**src/rtl/track_point_linear_resampler_core_macros.svh**
```systemverilog
// Assertion helpers; clk and arst_n are taken from the enclosing module.
`ifndef TRACK_POINT_LINEAR_RESAMPLER_CORE_MACROS_SVH
`define TRACK_POINT_LINEAR_RESAMPLER_CORE_MACROS_SVH

`ifndef SYNTHESIS
// Condition holds at every clock edge out of reset.
`define TPLR_ASSERT_HOLDS(lbl, cond, msg) \
	lbl: assert property (@(posedge clk) disable iff (!arst_n) (cond)) else $error(msg);
// Antecedent implies the consequent in the following cycle.
`define TPLR_ASSERT_NEXT(lbl, ante, cons, msg) \
	lbl: assert property (@(posedge clk) disable iff (!arst_n) (ante) |=> (cons)) \
		else $error(msg);
`else
`define TPLR_ASSERT_HOLDS(lbl, cond, msg)
`define TPLR_ASSERT_NEXT(lbl, ante, cons, msg)
`endif

`endif

```
**src/rtl/tplr_pkg.sv**
```systemverilog
package tplr_pkg;

	localparam int TIME_W        = 32;
	localparam int COORD_W       = 32;
	localparam int TFRAC_W       = 8;
	localparam int SEC_W         = TIME_W - TFRAC_W;
	localparam int DELTA_W       = COORD_W + 1;
	localparam int BITS_PER_STEP = 3;

	typedef enum logic [2:0] {
		ST_IDLE,
		ST_SETUP,
		ST_PREV,
		ST_MUL,
		ST_DIV,
		ST_EMIT,
		ST_LAST
	} state_t;

endpackage

```
**src/rtl/track_point_linear_resampler_core.sv**
```systemverilog
// Track point resampler: takes one track point per item (time Q24.8, x/y signed Q16.16) and
// holds the previous point. Each point after the first emits the held point, then one
// point per whole second strictly between the two floored times, x/y linearly
// interpolated with truncation toward zero (prev + trunc(k*delta/gap)). A point marked
// tlast is also emitted itself as the end of track, and the held point is dropped; a lone
// tlast point comes out flagged too_few_points. Gaps above MAX_GAP emit only MAX_GAP-1
// intermediates, all results of that item flagged gap_clipped. tready is high only when
// the sequencer is idle. Each intermediate takes two divisions (x then y) on one shared
// divider that retires 3 quotient bits per cycle from a dividend of DW bits, where DW is
// 33+clog2(MAX_GAP) rounded up to a multiple of 3. The output register lets the next item
// be taken while the last result still waits.
`include "track_point_linear_resampler_core_macros.svh"

module track_point_linear_resampler_core #(
	// Largest gap in seconds that is filled completely (2..63)
	parameter int MAX_GAP = 63
) (
	input  logic        clk,
	input  logic        arst_n,
	input  logic        s_axis_tvalid,
	output logic        s_axis_tready,
	// [31:0] point_time, [63:32] point_x, [95:64] point_y
	input  logic [95:0] s_axis_tdata,
	// final_point
	input  logic        s_axis_tlast,
	output logic        m_axis_tvalid,
	input  logic        m_axis_tready,
	// [31:0] out_time, [63:32] out_x, [95:64] out_y
	output logic [95:0] m_axis_tdata,
	// run_last
	output logic        m_axis_tlast,
	// [0] track_end, [1] too_few_points, [2] gap_clipped
	output logic [2:0]  m_axis_tuser
);

	localparam int TW  = tplr_pkg::TIME_W;
	localparam int CRW = tplr_pkg::COORD_W;
	localparam int FW  = tplr_pkg::TFRAC_W;
	localparam int SW  = tplr_pkg::SEC_W;
	localparam int DLW = tplr_pkg::DELTA_W;
	localparam int BPS = tplr_pkg::BITS_PER_STEP;
	// k counter width, holds up to MAX_GAP-1
	localparam int KW  = $clog2(MAX_GAP);
	localparam int PW  = DLW + KW;
	// dividend padded to whole divider steps
	localparam int DW  = ((PW + BPS - 1) / BPS) * BPS;

	tplr_pkg::state_t state_q, state_d;

	// control
	logic           accept;
	logic           slot_free;
	logic           out_load;
	logic           div_start;
	logic           div_done;
	logic           keep_point;
	logic           drop_point;
	logic           have_prev_q;
	logic           out_valid_q;
	logic [KW-1:0]  k_q;
	logic           sel_q;

	// held and current points
	logic [TW-1:0]  prev_t_q, cur_t_q;
	logic [CRW-1:0] prev_x_q, cur_x_q;
	logic [CRW-1:0] prev_y_q, cur_y_q;
	logic           fin_q;
	logic           few_q;

	// per-segment setup
	logic [SW:0]    gap;
	logic [DLW-1:0] dx, dy;
	logic [SW-1:0]  divisor_q;
	logic [KW-1:0]  cnt_q;
	logic           clip_q;
	logic [DLW-1:0] dmx_q, dmy_q;
	logic           negx_q, negy_q;

	// division path
	logic [PW-1:0]  prod;
	logic [DW-1:0]  div_dividend;
	logic [DW-1:0]  div_quo;
	logic [CRW-1:0] q32;
	logic [CRW-1:0] interp;
	logic [CRW-1:0] ix_q, iy_q;
	logic [SW-1:0]  sec_k;

	// output register
	logic [TW-1:0]  o_t_d, o_t_q;
	logic [CRW-1:0] o_x_d, o_x_q;
	logic [CRW-1:0] o_y_d, o_y_q;
	logic           o_last_d, o_last_q;
	logic           o_end_d, o_end_q;
	logic           o_few_d, o_few_q;
	logic           o_clip_d, o_clip_q;

	assign s_axis_tready = (state_q == tplr_pkg::ST_IDLE);
	assign accept        = s_axis_tvalid && s_axis_tready;
	assign slot_free     = !out_valid_q || m_axis_tready;

	// floored-second gap and signed deltas, latched in ST_SETUP
	assign gap = {1'b0, cur_t_q[TW-1:FW]} - {1'b0, prev_t_q[TW-1:FW]};
	assign dx  = {cur_x_q[CRW-1], cur_x_q} - {prev_x_q[CRW-1], prev_x_q};
	assign dy  = {cur_y_q[CRW-1], cur_y_q} - {prev_y_q[CRW-1], prev_y_q};

	// |k*delta|, registered inside the divider on start
	assign prod         = PW'(k_q) * PW'(sel_q ? dmy_q : dmx_q);
	assign div_dividend = DW'(prod);

	// quotient magnitude stays below 2^32, sign restored here
	assign q32    = div_quo[CRW-1:0];
	assign interp = sel_q ? (prev_y_q + (negy_q ? (~q32 + 1'b1) : q32))
	                      : (prev_x_q + (negx_q ? (~q32 + 1'b1) : q32));
	assign sec_k  = prev_t_q[TW-1:FW] + SW'(k_q);

	tplr_div #(
		.DW(DW)
	) u_div (
		.clk      (clk),
		.arst_n   (arst_n),
		.start    (div_start),
		.dividend (div_dividend),
		.divisor  (divisor_q),
		.done     (div_done),
		.quotient (div_quo)
	);

	// sequencer
	always_comb begin
		state_d    = state_q;
		out_load   = 1'b0;
		div_start  = 1'b0;
		keep_point = 1'b0;
		drop_point = 1'b0;
		case (state_q)
			tplr_pkg::ST_IDLE: begin
				if (accept) begin
					if (have_prev_q) begin
						state_d = tplr_pkg::ST_SETUP;
					end else if (s_axis_tlast) begin
						state_d = tplr_pkg::ST_LAST;
					end
				end
			end
			tplr_pkg::ST_SETUP: begin
				state_d = tplr_pkg::ST_PREV;
			end
			tplr_pkg::ST_PREV: begin
				if (slot_free) begin
					out_load = 1'b1;
					if (cnt_q != '0) begin
						state_d = tplr_pkg::ST_MUL;
					end else if (fin_q) begin
						state_d = tplr_pkg::ST_LAST;
					end else begin
						keep_point = 1'b1;
						state_d    = tplr_pkg::ST_IDLE;
					end
				end
			end
			tplr_pkg::ST_MUL: begin
				div_start = 1'b1;
				state_d   = tplr_pkg::ST_DIV;
			end
			tplr_pkg::ST_DIV: begin
				if (div_done) begin
					state_d = sel_q ? tplr_pkg::ST_EMIT : tplr_pkg::ST_MUL;
				end
			end
			tplr_pkg::ST_EMIT: begin
				if (slot_free) begin
					out_load = 1'b1;
					if (k_q != cnt_q) begin
						state_d = tplr_pkg::ST_MUL;
					end else if (fin_q) begin
						state_d = tplr_pkg::ST_LAST;
					end else begin
						keep_point = 1'b1;
						state_d    = tplr_pkg::ST_IDLE;
					end
				end
			end
			tplr_pkg::ST_LAST: begin
				if (slot_free) begin
					out_load   = 1'b1;
					drop_point = 1'b1;
					state_d    = tplr_pkg::ST_IDLE;
				end
			end
			default: begin
				state_d = tplr_pkg::ST_IDLE;
			end
		endcase
	end

	// result select
	always_comb begin
		o_t_d    = cur_t_q;
		o_x_d    = cur_x_q;
		o_y_d    = cur_y_q;
		o_last_d = 1'b1;
		o_end_d  = 1'b1;
		o_few_d  = few_q;
		o_clip_d = clip_q;
		case (state_q)
			tplr_pkg::ST_PREV: begin
				o_t_d    = prev_t_q;
				o_x_d    = prev_x_q;
				o_y_d    = prev_y_q;
				o_last_d = (cnt_q == '0) && !fin_q;
				o_end_d  = 1'b0;
				o_few_d  = 1'b0;
			end
			tplr_pkg::ST_EMIT: begin
				o_t_d    = {sec_k, {FW{1'b0}}};
				o_x_d    = ix_q;
				o_y_d    = iy_q;
				o_last_d = (k_q == cnt_q) && !fin_q;
				o_end_d  = 1'b0;
				o_few_d  = 1'b0;
			end
			default: begin
			end
		endcase
	end

	always_ff @(posedge clk or negedge arst_n) begin
		if (!arst_n) begin
			state_q     <= tplr_pkg::ST_IDLE;
			have_prev_q <= 1'b0;
			out_valid_q <= 1'b0;
			k_q         <= '0;
			sel_q       <= 1'b0;
		end else begin
			state_q <= state_d;
			if (accept && !have_prev_q && !s_axis_tlast) begin
				have_prev_q <= 1'b1;
			end else if (drop_point) begin
				have_prev_q <= 1'b0;
			end
			if (out_load) begin
				out_valid_q <= 1'b1;
			end else if (m_axis_tready) begin
				out_valid_q <= 1'b0;
			end
			if (state_q == tplr_pkg::ST_SETUP) begin
				k_q   <= KW'(1);
				sel_q <= 1'b0;
			end else begin
				if (div_done) begin
					sel_q <= !sel_q;
				end
				if (out_load && state_q == tplr_pkg::ST_EMIT) begin
					k_q <= k_q + 1'b1;
				end
			end
		end
	end

	always_ff @(posedge clk) begin
		if (accept) begin
			cur_t_q <= s_axis_tdata[TW-1:0];
			cur_x_q <= s_axis_tdata[TW+CRW-1:TW];
			cur_y_q <= s_axis_tdata[TW+2*CRW-1:TW+CRW];
			fin_q   <= s_axis_tlast;
			few_q   <= !have_prev_q;
			clip_q  <= 1'b0;
			cnt_q   <= '0;
		end
		if (accept && !have_prev_q && !s_axis_tlast) begin
			prev_t_q <= s_axis_tdata[TW-1:0];
			prev_x_q <= s_axis_tdata[TW+CRW-1:TW];
			prev_y_q <= s_axis_tdata[TW+2*CRW-1:TW+CRW];
		end else if (keep_point) begin
			prev_t_q <= cur_t_q;
			prev_x_q <= cur_x_q;
			prev_y_q <= cur_y_q;
		end
		if (state_q == tplr_pkg::ST_SETUP) begin
			divisor_q <= gap[SW-1:0];
			if (!gap[SW] && gap[SW-1:0] > SW'(MAX_GAP)) begin
				clip_q <= 1'b1;
				cnt_q  <= KW'(MAX_GAP - 1);
			end else if (!gap[SW] && gap[SW-1:0] > SW'(1)) begin
				cnt_q <= gap[KW-1:0] - 1'b1;
			end else begin
				cnt_q <= '0;
			end
			negx_q <= dx[DLW-1];
			negy_q <= dy[DLW-1];
			dmx_q  <= dx[DLW-1] ? (~dx + 1'b1) : dx;
			dmy_q  <= dy[DLW-1] ? (~dy + 1'b1) : dy;
		end
		if (div_done) begin
			if (sel_q) begin
				iy_q <= interp;
			end else begin
				ix_q <= interp;
			end
		end
		if (out_load) begin
			o_t_q    <= o_t_d;
			o_x_q    <= o_x_d;
			o_y_q    <= o_y_d;
			o_last_q <= o_last_d;
			o_end_q  <= o_end_d;
			o_few_q  <= o_few_d;
			o_clip_q <= o_clip_d;
		end
	end

	assign m_axis_tvalid = out_valid_q;
	assign m_axis_tdata  = {o_y_q, o_x_q, o_t_q};
	assign m_axis_tlast  = o_last_q;
	assign m_axis_tuser  = {o_clip_q, o_few_q, o_end_q};

	`TPLR_ASSERT_HOLDS(a_div_done_in_div, !div_done || state_q == tplr_pkg::ST_DIV, "divider done outside ST_DIV")
	`TPLR_ASSERT_HOLDS(a_k_in_range, state_q != tplr_pkg::ST_MUL || (k_q != '0 && k_q <= cnt_q), "k out of range")
	`TPLR_ASSERT_NEXT(a_end_drops_prev, out_load && o_end_d, !have_prev_q, "held point kept after track end")
	`TPLR_ASSERT_HOLDS(a_few_not_clipped, !out_valid_q || !(o_few_q && o_clip_q), "lone point marked clipped")

endmodule

```
**src/rtl/tplr_div.sv**
```systemverilog
// Unsigned restoring divider, BITS_PER_STEP quotient bits per cycle.
module tplr_div #(
	parameter int DW = 39
) (
	input  logic                        clk,
	input  logic                        arst_n,
	input  logic                        start,
	input  logic [DW-1:0]               dividend,
	input  logic [tplr_pkg::SEC_W-1:0]  divisor,
	output logic                        done,
	output logic [DW-1:0]               quotient
);

	localparam int SW    = tplr_pkg::SEC_W;
	localparam int BPS   = tplr_pkg::BITS_PER_STEP;
	localparam int STEPS = DW / BPS;
	localparam int CW    = $clog2(STEPS);

	logic          busy_q;
	logic          done_q;
	logic [CW-1:0] cnt_q;
	logic [SW-1:0] rem_q;
	logic [SW-1:0] div_q;
	logic [DW-1:0] quo_q;
	logic [SW-1:0] rem_d;
	logic [DW-1:0] quo_d;

	// shift-subtract steps, chained combinationally
	always_comb begin
		logic [SW:0]   r_ext;
		logic [SW-1:0] r;
		logic [DW-1:0] q;
		r = rem_q;
		q = quo_q;
		r_ext = '0;
		for (int i = 0; i < BPS; i++) begin
			r_ext = {r, q[DW-1]};
			q = {q[DW-2:0], 1'b0};
			if (r_ext >= {1'b0, div_q}) begin
				r_ext = r_ext - {1'b0, div_q};
				q[0] = 1'b1;
			end
			r = r_ext[SW-1:0];
		end
		rem_d = r;
		quo_d = q;
	end

	always_ff @(posedge clk or negedge arst_n) begin
		if (!arst_n) begin
			busy_q <= 1'b0;
			done_q <= 1'b0;
			cnt_q  <= '0;
		end else begin
			done_q <= 1'b0;
			if (start) begin
				busy_q <= 1'b1;
				cnt_q  <= CW'(STEPS - 1);
			end else if (busy_q) begin
				if (cnt_q == '0) begin
					busy_q <= 1'b0;
					done_q <= 1'b1;
				end else begin
					cnt_q <= cnt_q - 1'b1;
				end
			end
		end
	end

	always_ff @(posedge clk) begin
		if (start) begin
			quo_q <= dividend;
			rem_q <= '0;
			div_q <= divisor;
		end else if (busy_q) begin
			quo_q <= quo_d;
			rem_q <= rem_d;
		end
	end

	assign done     = done_q;
	assign quotient = quo_q;

endmodule

```
**config.mk**
```make
export PLATFORM = sky130hd
export DESIGN_NAME = track_point_linear_resampler_core
export DESIGN_NICKNAME = d
export VERILOG_FILES = /design/src/rtl/tplr_pkg.sv /design/src/rtl/track_point_linear_resampler_core.sv /design/src/rtl/tplr_div.sv
export VERILOG_INCLUDE_DIRS = /design/src /design/src/rtl
export SDC_FILE = /design/constraint.sdc
export NUM_CORES = 2
export LEC_CHECK = 0
export BUFFER_PORTS_ARGS = -buffer_cell sky130_fd_sc_hd__buf_2
export CELL_PAD_IN_SITES_DETAIL_PLACEMENT = 0
export CELL_PAD_IN_SITES_GLOBAL_PLACEMENT = 1
export CORE_ASPECT_RATIO = 0.7
export CORE_MARGIN = 8
export CORE_UTILIZATION = 40
export CTS_CLUSTER_DIAMETER = 120
export CTS_CLUSTER_SIZE = 8
export DETAILED_ROUTE_END_ITERATION = 12
export GPL_ROUTABILITY_DRIVEN = 0
export PLACE_DENSITY = 0.77
export SLEW_MARGIN = 15
export SYNTH_ARGS = -nofsm -noshare
export SYNTH_HDL_FRONTEND = slang
export SYNTH_SLANG_ARGS = --single-unit
```
**constraint.sdc**
```tcl
create_clock -name clk -period 14.2 [get_ports clk]
set_input_delay 0.71 -clock clk [delete_from_list [all_inputs] [get_ports clk]]
set_output_delay 0.71 -clock clk [all_outputs]
set_load 0.1 [all_outputs]
```
# == Yosys cells after proc, flatten, opt, wreduce, memory -nomap -nowiden ==
# Cells that the tools add are included.
# op_classes
n_lt_le_gt_ge,5
multipliers,1
n_addsub,15
n_bitwise,4
n_reduce_logical,32
n_mux,71
eq_ne,15
# ops
operator,n
$mux W32,11
$pmux W32 S2,3
$mux W39,2
$ge A25 B24 Y1,3
$mux W24,3
$sub A24 B24 Y24,3
$add A33 B1 Y33 const B,2
$not A33 Y33,2
$sub A32 B32 Y33,2
$add A32 B32 Y32,2
$mul A6 B33 Y39,1
$mux W6,6
$mux W3,11
$mux W33,1
$add A32 B1 Y32 const B,1
$not A32 Y32,1
$mux W1,28
$sub A24 B24 Y25,1
$add A24 B6 Y24,1
$gt A24 B1 Y1 const B,1
$gt A24 B6 Y1 const B,1
$pmux W3 S7,1
$reduce_bool A2 Y1,7
$mux W4,3
24 further kinds,46
# word_totals
reg_bits,562
output_inout_bits,102
elab_cells,180
inputBits,101

# == Depth between registers and ports, before layout ==
# depth
depth_word,8
mapped_depth,45

# == Cells and area by module ==
# A second synthesis with hierarchy kept.
# hier_totals
cells_unflattened,4327
hier_area_um2,43437.9
# by_module_without_submodules
module,cells_per_inst,area_each_um2,instances
track_point_linear_resampler_core,3453,35318.9,1
tplr_div,874,8119.0,1

# == Least setup slack after synthesis ==
# Ideal clock, no wire load.
# synth_timing
path_type,flip-flop to flip-flop
from,register state_q[1]
to,register prev_t_q[0] (enable)
setup_slack_ns,4.200
required_time_ns,13.517
period_less_slack_ns,10.000
setup_time_ns,0.683
path_stages_with_launch,9
arrival_ns,9.317
cell_sequence,dfrtp_1 -> clkbuf_1 -> nor3_1 -> nand2_1 -> inv_1 -> nand2_1 -> buf_1 -> buf_1 -> o21ai_0
# synth_via
elab_chain_cells,5
word_cells_on_any_way,8
classes_between,eq/ne: 2; mux: 1; reduce/logical: 5
# synth_rtl
item,line,source
"start, declared",track_point_linear_resampler_core.sv:48,"tplr_pkg::state_t state_q, state_d;"
"start signal, assigned",track_point_linear_resampler_core.sv:229,state_q <= tplr_pkg::ST_IDLE;
"start signal, assigned",track_point_linear_resampler_core.sv:235,state_q <= state_d;
$logic_not A3 Y1,track_point_linear_resampler_core.sv:97,assign s_axis_tready = (state_q == tplr_pkg::ST_IDLE);
named net s_axis_tready,track_point_linear_resampler_core.sv:21,"output logic s_axis_tready,"
$logic_and A1 B1 Y1,track_point_linear_resampler_core.sv:98,assign accept = s_axis_tvalid && s_axis_tready;
named net accept,track_point_linear_resampler_core.sv:51,logic accept;
$logic_and A1 B1 Y1 (2 in a row),track_point_linear_resampler_core.sv:270,if (accept && !have_prev_q && !s_axis_tlast) begin
$reduce_bool A2 Y1 (no source line),--,
"end signal, assigned",track_point_linear_resampler_core.sv:271,prev_t_q <= s_axis_tdata[TW-1:0];
"end signal, assigned",track_point_linear_resampler_core.sv:275,prev_t_q <= cur_t_q;
"end, declared",track_point_linear_resampler_core.sv:64,"logic [TW-1:0] prev_t_q, cur_t_q;"
# The timed path passes the listed nets, and every way through them passes these cells.
# A chain may end at the register's enable or synchronous reset.

# == Worst setup path after layout ==
# layout_timing
from,register u_div.div_q[1]
to,register u_div.rem_q[0]
# layout_via
elab_chain_cells,6
word_cells_on_any_way,8
classes_between,add/sub: 2; order compare: 3; mux: 3
# layout_rtl
item,line,source
"start, declared",tplr_div.sv:23,logic [SW-1:0] div_q;
"start signal, assigned",tplr_div.sv:74,div_q <= divisor;
$sub A24 B24 Y24 / $ge A25 B24 Y1 (equally long branches),"tplr_div.sv:40, tplr_div.sv:39",
$mux W24,tplr_div.sv:39,"if (r_ext >= {1'b0, div_q}) begin"
$sub A24 B24 Y24 / $ge A25 B24 Y1 (equally long branches),"tplr_div.sv:40, tplr_div.sv:39",
$mux W24,tplr_div.sv:39,
$ge A25 B24 Y1 *,tplr_div.sv:39,
$mux W24 *,tplr_div.sv:39,
"end signal, assigned",tplr_div.sv:77,rem_q <= rem_d;
"end, declared",tplr_div.sv:22,logic [SW-1:0] rem_q;
# Mark *: on every way between the ends. The rest lies on a longest branch, timed or not.

==> metrics <==
Tmin final=10.46 ns; die extent in x=402 microns; global-route wire length before repair=193000 microns; gr ovfl total=0; Port Buffers=202; # H-tree levels=3; IO Pins=203; Final WS setup=3.74 ns; Worst Clk Skew=0.0673 ns; Starting Density=40.2%; Worst EP arrival=11.00 ns; Worst slew margin=23.0%; Final Hold Viols=0; Async S/R FF share, synth=3.20%; Tot GR Track Use=21.4%; number of synthesized flops with an enable pin=519; final-report max-slew violation count=0; post-route ant nets=0; Clock Latency Late Sink=0.68 ns; root buf cell=clkbuf_16; Hold Path Class=primary input to async pin; Total Wirelength=128000 microns; wire per inst=22.3 microns; chip height=286 microns; cts repair resizes=0; slowest stage delay, CP=0.61 ns; largest net degree at the start of global routing=81; register area share after synthesis=39.6%; syn_nets=4713; core area=104000 sq um; Fmax=95.6 MHz; Slew @ Worst Pin=1.15 ns; status=complete, no violations; CP bufs+invs=3; max cap viols=0; Area growth, synth to finish=11.2%; Mapped Area=41700 sq um; Crit Path Class=flip-flop to flip-flop; ratio of cells with drive above 1 in the final layout=12.3%; max reg flops=39; pre-CTS setup slack=3.91 ns; CP Max Fanout=32; Remaining DRCs=0; Setup violations, final=0; initial antenna violation count=6; clock buffer depth=3; Setup TNS Final=0 ns; Clock Pin Slew Worst Setup and Hold Paths=0.06 ns; Syn Inst Count=4196; number of global-route vias before repair=31.1k; Detail Placement HPWL=96400 microns; routed vias=33.0k; final net count=4884; Main synth FF type=edfxtp_1; worst r2r src=u_div.div_q[1]; Avg Cell Area, Syn=9.94 sq um; unrepaired setup endpoints after global routing=no; Yosys cell types=94; cts bufs inserted=80; startpoint types=flip-flop; master of the slowest instance on the critical path=a31oi_1; synthesis warning total=0; crit share post-route=73.6%; CP delay by family, top=compound AO/OA/AOI/OAI gates; Yosys reg bits=562; hold_buf cts=0; row count=99; Initial DRT Pass Iterations=6; crit path launch=u_div.div_q[1]; Iter 0 DRT Violations=3251; WP data required=14.74 ns; CTS tree=yes; R2R Setup Slk=3.74 ns; CP Capture Type=flip-flop; area of the die=115000 sq um; CTS Sinks=562; via density per instance=5.72; Post-CTS Setup Inserts=0
layout make-up:
cell class                      count  area (sq um)
Antenna cell                        3          7.51
Clock buffer                       97          2070
Clock inverter                      9           165
Fill cell                        9831         57400
Inverter                          336          1260
Multi-Input combinational cell   3152         23400
Sequential cell                   562         16500
Tap cell                         1363          1710
Timing Repair Buffer              235          1260
synthesized netlist by cell type (8+ instances only):
| cell type | count | share of area [%] |
|---|---|---|
| ha_1 | 282 | 8.5 |
| nor2_1 | 205 | 1.8 |
| fa_1 | 134 | 6.4 |
| nor3_1 | 65 | 0.78 |
| nand4_1 | 38 | 0.57 |
| a21oi_1 | 249 | 3.0 |
| a31o_2 | 11 | 0.23 |
| clkbuf_1 | 113 | 1.0 |
| a221o_1 | 17 | 0.41 |
| a22o_1 | 12 | 0.25 |
| a21boi_0 | 10 | 0.18 |
| buf_1 | 21 | 0.19 |
| xnor2_1 | 232 | 4.9 |
| o21a_1 | 31 | 0.56 |
| o31ai_1 | 14 | 0.25 |
| nand3b_1 | 16 | 0.29 |
| o21ai_0 | 253 | 3.0 |
| a31oi_1 | 28 | 0.42 |
| nand2b_1 | 49 | 0.73 |
| a211o_1 | 12 | 0.25 |
| or3_1 | 33 | 0.49 |
| edfxtp_1 | 519 | 37 |
| and2_1 | 26 | 0.39 |
| a22oi_1 | 69 | 1.2 |
| a2111oi_0 | 10 | 0.21 |
| inv_1 | 335 | 3.0 |
| mux2_2 | 157 | 4.2 |
| mux2i_1 | 29 | 0.70 |
| o21bai_1 | 26 | 0.47 |
| o211ai_1 | 15 | 0.27 |
| xor2_1 | 116 | 2.4 |
| nand2_1 | 576 | 5.2 |
| and4_1 | 8 | 0.17 |
| dfxtp_1 | 25 | 1.2 |
| nor4_1 | 19 | 0.28 |
| nand3_1 | 56 | 0.67 |
| a21o_1 | 107 | 1.9 |
| nor2b_1 | 41 | 0.61 |
| dfrtp_1 | 18 | 1.1 |
| a211oi_1 | 27 | 0.49 |
| or2_2 | 17 | 0.25 |
| and3_1 | 33 | 0.49 |
cells in the final DEF, fill, tap and decap left out, drive strengths merged, types with 97 or more instances in the layout:
| cell type | n |
|---|---|
| clkbuf | 97 |
| buf | 235 |
| inv | 338 |
| fa | 134 |
| xnor2 | 232 |
| o21ai | 259 |
| a21oi | 250 |
| xor2 | 116 |
| mux2 | 157 |
| nor2 | 205 |
| a21o | 107 |
| edfxtp | 519 |
| nand2 | 576 |
| ha | 282 |
cells by family (layout without fill, tap and decap cells):
| logic type | Yosys count | after routing | synth area share (%) |
|---|---|---|---|
| buffers and inverters | 482 | 677 | 4.46 |
| AOI/OAI and AO/OA | 986 | 986 | 15.2 |
| DFF | 562 | 562 | 39.6 |
| xor gates and xnor gates | 348 | 348 | 7.31 |
| and+or+nand+nor | 1216 | 1216 | 13.5 |
| muxes | 186 | 186 | 4.93 |
| adders and majority gates | 416 | 416 | 14.9 |
| other | 0 | 3 | 0 |
per-stage QoR:
step	area, sq um	utilization, %	hold slack [ns]	instances
after detailed placement	44200	42.5	0.408	5648
after global routing	46400	44.7	0.0589	5756
after CTS	46400	44.7	0.0391	5754
after global placement	44200	42.5	0.403	5648
final	46400	44.7	0.0704	5757
after floorplan	41700	-	0.400	4196
routing by layer:
metal	share of wire (%)	wire length, microns	GRT usage [%]	vias up
li1	-	-	-	15400
met1	48	61100	32.8	16000
met2	40	51600	29.8	1414
met3	10	13300	5.99	144
met4	1.9	2440	4.68	2
met5	0.0086	11	0	-
final timing paths:
check / endpoint / cells past startpoint
max: u_div.rem_q[0] / 38
max in group asynchronous: sel_q / 1
min reg2reg: u_div.div_q[14] / 0
min: sel_q / 1
max reg2reg: u_div.rem_q[0] / 38
min in group clk: cur_t_q[6] / 1
Power is left out: the tool's default activity adds up to more than one toggle a clock period on the data nets, which glitch-free logic cannot reach.
